$ cat src/hdl/tlbpt_pkg.sv
// tlbpt_pkg: widths, types and state codes shared by the TLB translator.
// No dependencies; imported by every tlbpt_* module.
`default_nettype none
package tlbpt_pkg;

	localparam int TLB_ENTRIES = 16;
	localparam int ADDR_W      = 16;
	localparam int OFFSET_W    = 8;
	localparam int PAGE_W      = 8;
	localparam int FRAME_W     = 8;
	localparam int PAGE_COUNT  = 1 << PAGE_W;
	localparam int CNT_W       = 32;

	typedef logic [PAGE_W-1:0]  page_t;
	typedef logic [FRAME_W-1:0] frame_t;

	typedef struct packed {
		logic   valid;
		page_t  page;
		frame_t frame;
	} tlbpt_entry_t;

	// lookup: read table frame at rd_page; commit: finish a TLB miss for page
	typedef struct packed {
		logic  lookup;
		page_t rd_page;
		logic  commit;
		page_t page;
	} tlbpt_pt_req_t;

	typedef struct packed {
		logic   fault;
		frame_t frame;
	} tlbpt_pt_rsp_t;

	typedef enum logic {
		TLBPT_IDLE,
		TLBPT_RESOLVE
	} tlbpt_state_t;

endpackage
`default_nettype wire

$ cat src/hdl/tlbpt_cell.sv
// tlbpt_cell: one TLB entry of the shifting FIFO chain, with its tag compare.
// Depends on tlbpt_pkg.
`default_nettype none
module tlbpt_cell (
	input  wire                   clk,
	input  wire                   arst_n,
	input  wire                   shift_en,
	input  tlbpt_pkg::tlbpt_entry_t prev,
	input  tlbpt_pkg::page_t      lookup_page,
	output tlbpt_pkg::tlbpt_entry_t entry,
	output logic                  match
);
	import tlbpt_pkg::*;

	logic   valid_q;
	page_t  page_q;
	frame_t frame_q;

	always_ff @(posedge clk or negedge arst_n) begin
		if (!arst_n) begin
			valid_q <= 1'b0;
		end else if (shift_en) begin
			valid_q <= prev.valid;
		end
	end

	always_ff @(posedge clk) begin
		if (shift_en) begin
			page_q  <= prev.page;
			frame_q <= prev.frame;
		end
	end

	assign entry = '{valid: valid_q, page: page_q, frame: frame_q};
	assign match = valid_q && (page_q == lookup_page);

endmodule
`default_nettype wire

$ cat src/hdl/tlbpt_page_table.sv
// tlbpt_page_table: page-indexed frame store, per-page valid bits and the
// sequential frame allocator. Depends on tlbpt_pkg.
`default_nettype none
module tlbpt_page_table (
	input  wire                  clk,
	input  wire                  arst_n,
	input  tlbpt_pkg::tlbpt_pt_req_t req,
	output tlbpt_pkg::tlbpt_pt_rsp_t rsp
);
	import tlbpt_pkg::*;

	frame_t                  mem [PAGE_COUNT];
	frame_t                  rd_q;
	logic [PAGE_COUNT-1:0]   valid_q;
	frame_t                  next_free_q;
	logic                    present;

	always_ff @(posedge clk) begin
		if (req.lookup) begin
			rd_q <= mem[req.rd_page];
		end
	end

	always_ff @(posedge clk) begin
		if (req.commit && !present) begin
			mem[req.page] <= next_free_q;
		end
	end

	always_ff @(posedge clk or negedge arst_n) begin
		if (!arst_n) begin
			valid_q     <= '0;
			next_free_q <= '0;
		end else if (req.commit && !present) begin
			valid_q[req.page] <= 1'b1;
			next_free_q       <= next_free_q + 1'b1;
		end
	end

	assign present   = valid_q[req.page];
	assign rsp.fault = !present;
	assign rsp.frame = present ? rd_q : next_free_q;

endmodule
`default_nettype wire

$ cat src/hdl/tlb_page_table_translator_core.sv
// tlb_page_table_translator_core: TLB plus demand-paged table, one address per item.
// Depends on tlbpt_pkg, tlbpt_cell, tlbpt_page_table.
//
//  channel | handshake            | payload
//  req     | req_valid/req_stall  | virtual_address
//  rsp     | rsp_valid/rsp_stall  | physical_address, frame_number, tlb_hit,
//          |                      | demand_fault, hit_total, fault_total
//
// Per item, IDLE registers the address and reads the table store, and RESOLVE
// compares against the TLB chain and commits the update.
// The next item is taken while a result waits in the output register.
// Reset clears TLB and table valid bits, FIFO order, allocator and counters.
// A stalled result holds the resolve step until the output register frees.
`default_nettype none
module tlb_page_table_translator_core (
	input  wire                           clk,
	input  wire                           arst_n,
	input  wire                           req_valid,
	output logic                          req_stall,
	input  wire  [tlbpt_pkg::ADDR_W-1:0]  virtual_address,
	output logic                          rsp_valid,
	input  wire                           rsp_stall,
	output logic [tlbpt_pkg::ADDR_W-1:0]  physical_address,
	output tlbpt_pkg::frame_t             frame_number,
	output logic                          tlb_hit,
	output logic                          demand_fault,
	output logic [tlbpt_pkg::CNT_W-1:0]   hit_total,
	output logic [tlbpt_pkg::CNT_W-1:0]   fault_total
);
	import tlbpt_pkg::*;

	tlbpt_state_t            state_q, state_d;
	logic [ADDR_W-1:0]       va_q;
	page_t                   page_s1;
	logic                    req_acc;
	logic                    out_free;
	logic                    done;
	logic                    miss_commit;
	tlbpt_entry_t            chain [TLB_ENTRIES+1];
	logic [TLB_ENTRIES-1:0]  match;
	logic                    hit;
	frame_t                  hit_frame;
	frame_t                  frame;
	tlbpt_pt_req_t           pt_req;
	tlbpt_pt_rsp_t           pt_rsp;
	logic [CNT_W-1:0]        hit_cnt_q, fault_cnt_q, hit_cnt_d, fault_cnt_d;
	logic                    rsp_valid_q;

	assign page_s1  = va_q[ADDR_W-1 -: PAGE_W];
	assign req_acc  = req_valid && !req_stall;
	assign out_free = !rsp_valid_q || !rsp_stall;

	always_comb begin
		state_d = state_q;
		case (state_q)
			TLBPT_IDLE:    if (req_valid) state_d = TLBPT_RESOLVE;
			TLBPT_RESOLVE: if (out_free) state_d = TLBPT_IDLE;
			default:       state_d = TLBPT_IDLE;
		endcase
	end

	always_comb begin
		req_stall = 1'b1;
		done      = 1'b0;
		case (state_q)
			TLBPT_IDLE:    req_stall = 1'b0;
			TLBPT_RESOLVE: done = out_free;
			default:       req_stall = 1'b1;
		endcase
	end

	always_ff @(posedge clk or negedge arst_n) begin
		if (!arst_n) begin
			state_q <= TLBPT_IDLE;
		end else begin
			state_q <= state_d;
		end
	end

	always_ff @(posedge clk) begin
		if (req_acc) begin
			va_q <= virtual_address;
		end
	end

	// FIFO replacement: a new entry enters cell 0, the oldest drops off the end
	assign miss_commit = done && !hit;
	assign chain[0] = '{valid: 1'b1, page: page_s1, frame: pt_rsp.frame};

	for (genvar i = 0; i < TLB_ENTRIES; i++) begin : g_cell
		tlbpt_cell u_cell (
			.clk        (clk),
			.arst_n     (arst_n),
			.shift_en   (miss_commit),
			.prev       (chain[i]),
			.lookup_page(page_s1),
			.entry      (chain[i+1]),
			.match      (match[i])
		);
	end

	always_comb begin
		hit_frame = '0;
		for (int i = 0; i < TLB_ENTRIES; i++) begin
			hit_frame = hit_frame | (match[i] ? chain[i+1].frame : '0);
		end
	end
	assign hit = |match;

	assign pt_req = '{lookup: req_acc,
		rd_page: virtual_address[ADDR_W-1 -: PAGE_W],
		commit: miss_commit,
		page: page_s1};

	tlbpt_page_table u_pt (
		.clk   (clk),
		.arst_n(arst_n),
		.req   (pt_req),
		.rsp   (pt_rsp)
	);

	assign frame = hit ? hit_frame : pt_rsp.frame;

	always_comb begin
		hit_cnt_d   = hit_cnt_q;
		fault_cnt_d = fault_cnt_q;
		if (hit && !(&hit_cnt_q)) begin
			hit_cnt_d = hit_cnt_q + 1'b1;
		end
		if (!hit && pt_rsp.fault && !(&fault_cnt_q)) begin
			fault_cnt_d = fault_cnt_q + 1'b1;
		end
	end

	always_ff @(posedge clk or negedge arst_n) begin
		if (!arst_n) begin
			hit_cnt_q   <= '0;
			fault_cnt_q <= '0;
			rsp_valid_q <= 1'b0;
		end else begin
			if (done) begin
				hit_cnt_q   <= hit_cnt_d;
				fault_cnt_q <= fault_cnt_d;
				rsp_valid_q <= 1'b1;
			end else if (!rsp_stall) begin
				rsp_valid_q <= 1'b0;
			end
		end
	end

	always_ff @(posedge clk) begin
		if (done) begin
			physical_address <= {frame, va_q[OFFSET_W-1:0]};
			frame_number     <= frame;
			tlb_hit          <= hit;
			demand_fault     <= !hit && pt_rsp.fault;
			hit_total        <= hit_cnt_d;
			fault_total      <= fault_cnt_d;
		end
	end

	assign rsp_valid = rsp_valid_q;

	a_tag_unique: assert property (@(posedge clk) disable iff (!arst_n)
		state_q == TLBPT_RESOLVE |-> $onehot0(match))
		else $error("duplicate TLB tag match");

	a_hit_xor_fault: assert property (@(posedge clk) disable iff (!arst_n)
		rsp_valid_q |-> !(tlb_hit && demand_fault))
		else $error("result flagged as both hit and fault");

	a_fault_count: assert property (@(posedge clk) disable iff (!arst_n)
		done && !hit && pt_rsp.fault && !(&fault_cnt_q)
		|=> fault_cnt_q == $past(fault_cnt_q) + 1'b1)
		else $error("fault counter did not advance on a fault");

	a_miss_fills: assert property (@(posedge clk) disable iff (!arst_n)
		miss_commit |=> chain[1].valid && chain[1].page == $past(page_s1))
		else $error("missed page not entered at head of TLB chain");

endmodule
`default_nettype wire

$ cat config.mk
export PLATFORM = sky130hd
export DESIGN_NAME = tlb_page_table_translator_core
export DESIGN_NICKNAME = d
export VERILOG_FILES = /design/src/hdl/tlbpt_pkg.sv /design/src/hdl/tlbpt_cell.sv /design/src/hdl/tlbpt_page_table.sv /design/src/hdl/tlb_page_table_translator_core.sv
export SDC_FILE = /design/constraint.sdc
export NUM_CORES = 2
export LEC_CHECK = 0
export ABC_AREA = 1
export BUFFER_PORTS_ARGS = -buffer_cell sky130_fd_sc_hd__buf_2
export CAP_MARGIN = 10
export CELL_PAD_IN_SITES_DETAIL_PLACEMENT = 1
export CELL_PAD_IN_SITES_GLOBAL_PLACEMENT = 2
export CORE_MARGIN = 2
export CORE_UTILIZATION = 40
export DETAILED_ROUTE_END_ITERATION = 10
export GPL_ROUTABILITY_DRIVEN = 0
export PLACE_DENSITY = 0.85
export SYNTH_ARGS = -nofsm -noshare
export SYNTH_HDL_FRONTEND = slang
export SYNTH_SLANG_ARGS = --single-unit
export TNS_END_PERCENT = 50
$ cat constraint.sdc
create_clock -name clk -period 10.25 [get_ports clk]
set_input_delay 2.05 -clock clk [delete_from_list [all_inputs] [get_ports clk]]
set_output_delay 2.05 -clock clk [all_outputs]
set_load 0.005 [all_outputs]
==> results.yml <==
sta:
  rsz0062_at_grt: "no"
  worstMarginPinSlew_ps: 1270
  finalCritPeriodShare_pct: 67.7
  maxSlewHeadroom_pct: 15.4
  tns_ps: 0
  max_freq_ghz: 0.144
  slew_violations: 0
  final.min_clock_period_ps: 6940
  setup_viol: 0
  timing.final.hold_violations: 0
  skew_ps: 76.3
detailed_routing:
  wl_met3_um: 23500
  drc_errors: 0
  avgViaCountPerCell: 5.74
  drt-initial-drc-count: 8105
  wl_met2_um: 173000
  wl_um: 360000
  wire_per_inst_um: 26.5
  drt_first_pass_iters: 6
  met1_length_um: 148000
  highest_layer: "met5"
  num_vias: 77936
  ant_nets: 0
synthesis:
  ys_seq_area_share_pct: 71.6
  synth_area_per_cell_um2: 11.7
  netlist_instances: 9693
  synth_cell_types: 47
  synth.cell_area_um2: 113000
  synth.area.top_cells: "edfxtp_1 64%, dfrtp_1 7.6%, nand2_1 5.8%, nor2_1 5.0%, o21ai_0 4.8%"
  synth_largest_area_cell: "edfxtp_1"
  yosysWarnings: 0
  yosys_most_used_dff: "edfxtp_1"
  synth-async-reset-ratio_pct: 12.6
  synth_edf_count: 2410
  yosysTopAreaCellShare_pct: 63.9
  ys_ff_latch: 2756
  synth_nets: 9716
clock_network:
  cts_root_buffer: "clkbuf_16"
  cts.repair.resized: 0
  holdBufCountCts: 0
  post_cts_buffers: 0
  clk_pin_slew_worst_paths_ps: 60
  htreeDepth: 5
  insertion_delay_ps: 940
  numCtsBuffers: 300
  cts.sinks: 2756
  cts.path.max_buffers: 4
  cts_tree: "done"
final_layout:
  fillers: 29543
  area_growth_pct: 12.3
  drive_gt1_share_pct: 7.98
  nNetsFinal: 9598
  final_common_cell: "edfxtp_1"
  final_cell_mix: "2410 x edfxtp_1, 1758 x nand2_1, 1516 x nor2_1"
critical_path:
  worstSetupEndpointType: "register"
  worst-path-max-fanout: 70
  worstPathArrival_ps: 7440
  critPathLaunchType: "register"
  crit_type: "reg -> reg"
  cp_data_required_time_ps: 10750
die:
  die-height_um: 536
  io_pins: 112
  die_w_um: 536
  start_util_pct: 40.2
  design.core.area_um2: 282000
  row_count: 195
  die_area_um2: 287000
global_routing:
  grt_max_degree: 220
  grt_overflow_total: 0
  grt_pass1_vias: 80877
  antenna_found_initial: 13
  grt_first_pass_wirelength_um: 534000
  grt.total_usage_pct: 24.6
placed_design:
  port_buffers: 111
  dpl.hpwl_um: 212000
pwr:
  power_mw: 31.1
  p_per_area_nw_per_um2: 245
  max-vdd-ir-drop_uv: 402
  p_leak_nw: 45.0
status:
  status: "completed"
worst_hold_path:
  hold_path_class: "reg -> reg"
job:
  cap_violations: 0
critical path, stage by stage (launching register included):
cell and delay, ps:
edfxtp_1 320, buf_4 730, inv_4 540, buf_4 550, nand2_1 150, nand2_1 70
nand2_1 60, nand3_1 90, nand2_1 70, nand2_1 60, nor2_1 110, nor2_1 60
nor2_1 170, nand2_1 80, nand2_1 120, nand2_1 130, nor2_4 140, buf_4 430
nand2_1 210, nor2_4 120, buf_4 530, nand2_1 800, nor2_1 830
final timing paths:
path                                       end  startpoint  cells past startpoint  slack, ps
max in group asynchronous    u_pt.valid_q[106]      arst_n                      3       6810
min                        physical_address[2]     va_q[2]                      0        400
min reg2reg                physical_address[2]     va_q[2]                      0        400
max reg2reg                    u_pt.mem[41][3]     va_q[8]                     22       3310
max                            u_pt.mem[41][3]     va_q[8]                     22       3310
min in group asynchronous        hit_cnt_q[26]      arst_n                      1       1200
area by class of cell:
| type | count | area [µm²] | area share (%) |
|---|---|---|---|
| Antenna cell | 8 | 20.0 | 0.0157 |
| Clock buffer | 372 | 7970 | 6.27 |
| Clock inverter | 173 | 2110 | 1.66 |
| Inverter | 177 | 698 | 0.549 |
| Multi-Input combinational cell | 6113 | 28900 | 22.7 |
| Sequential cell | 2756 | 81100 | 63.8 |
| Tap cell | 3743 | 4680 | 3.68 |
| Timing Repair Buffer | 227 | 1670 | 1.32 |
cell usage after synthesis (8+ instances only):
master	number
edfxtp_1	2410
nand2_1	1761
nor2_1	1521
o21ai_0	1092
nand3_1	563
o22ai_1	517
clkbuf_1	454
dfrtp_1	346
o21bai_1	214
inv_1	156
buf_2	86
buf_1	85
xor2_1	76
nand4_1	61
nor3_1	54
a22o_1	44
o21bai_2	33
nor4_1	31
xnor2_1	27
inv_2	14
buf_6	12
o2111ai_1	12
or2_1	11
or2_2	10
and3_1	9
buf_4	9
nand2_4	9
a31oi_1	8
nand3b_1	8
nor3b_1	8
cells by family (layout without fill, tap and decap cells):
group | Yosys count | count (layout) | synth area share [%]
AND/OR/NAND/NOR | 4059 | 4059 | 14.6
flip-flops | 2756 | 2756 | 71.6
adder cells (fa/ha/maj) | 3 | 3 | 0.0332
AO/OA/AOI/OAI | 1948 | 1948 | 10.1
buffers and inverters | 824 | 949 | 2.95
XOR/XNOR | 103 | 103 | 0.797
other | 0 | 8 | 0
state kept, by name, indices dropped and copies added, names as in the netlist, 16 cells and up:
register,flops
hit_cnt_q,32
physical_address,16
g_cell.u_cell.frame_q,128
g_cell.u_cell.valid_q,16
fault_total,32
fault_cnt_q,32
va_q,16
u_pt.valid_q,256
g_cell.u_cell.page_q,128
hit_total,32
u_pt.mem,2048
power by group:
part / switching [mW] / internal (mW) / total (mW)
registers: 0.838 / 14.5 / 15.3
clock network: 4.66 / 6.52 / 11.2
logic: 3.68 / 0.931 / 4.61
per-stage QoR:
stage | cell area (µm²) | hold WS [ps] | utilization, % | std cells | setup slack, ps
final | 127000 | 405 | 45.1 | 13569 | 3310
after global routing | 127000 | 428 | 45.1 | 13566 | 2830
after CTS | 127000 | 416 | 45.1 | 13561 | 3370
after detailed placement | 117000 | 407 | 41.5 | 13016 | 3460
after global placement | 117000 | 401 | 41.5 | 13016 | 3620
after floorplan | 113000 | 400 | - | 9693 | 3940
routing by layer:
| metal | up-vias | track usage [%] |
|---|---|---|
| li1 | 34290 | - |
| met1 | 40064 | 32.4 |
| met2 | 2876 | 40.9 |
| met3 | 700 | 3.68 |
| met4 | 6 | 9.75 |
| met5 | - | 0 |
No activity file was read; power rests on OpenSTA's default activity.
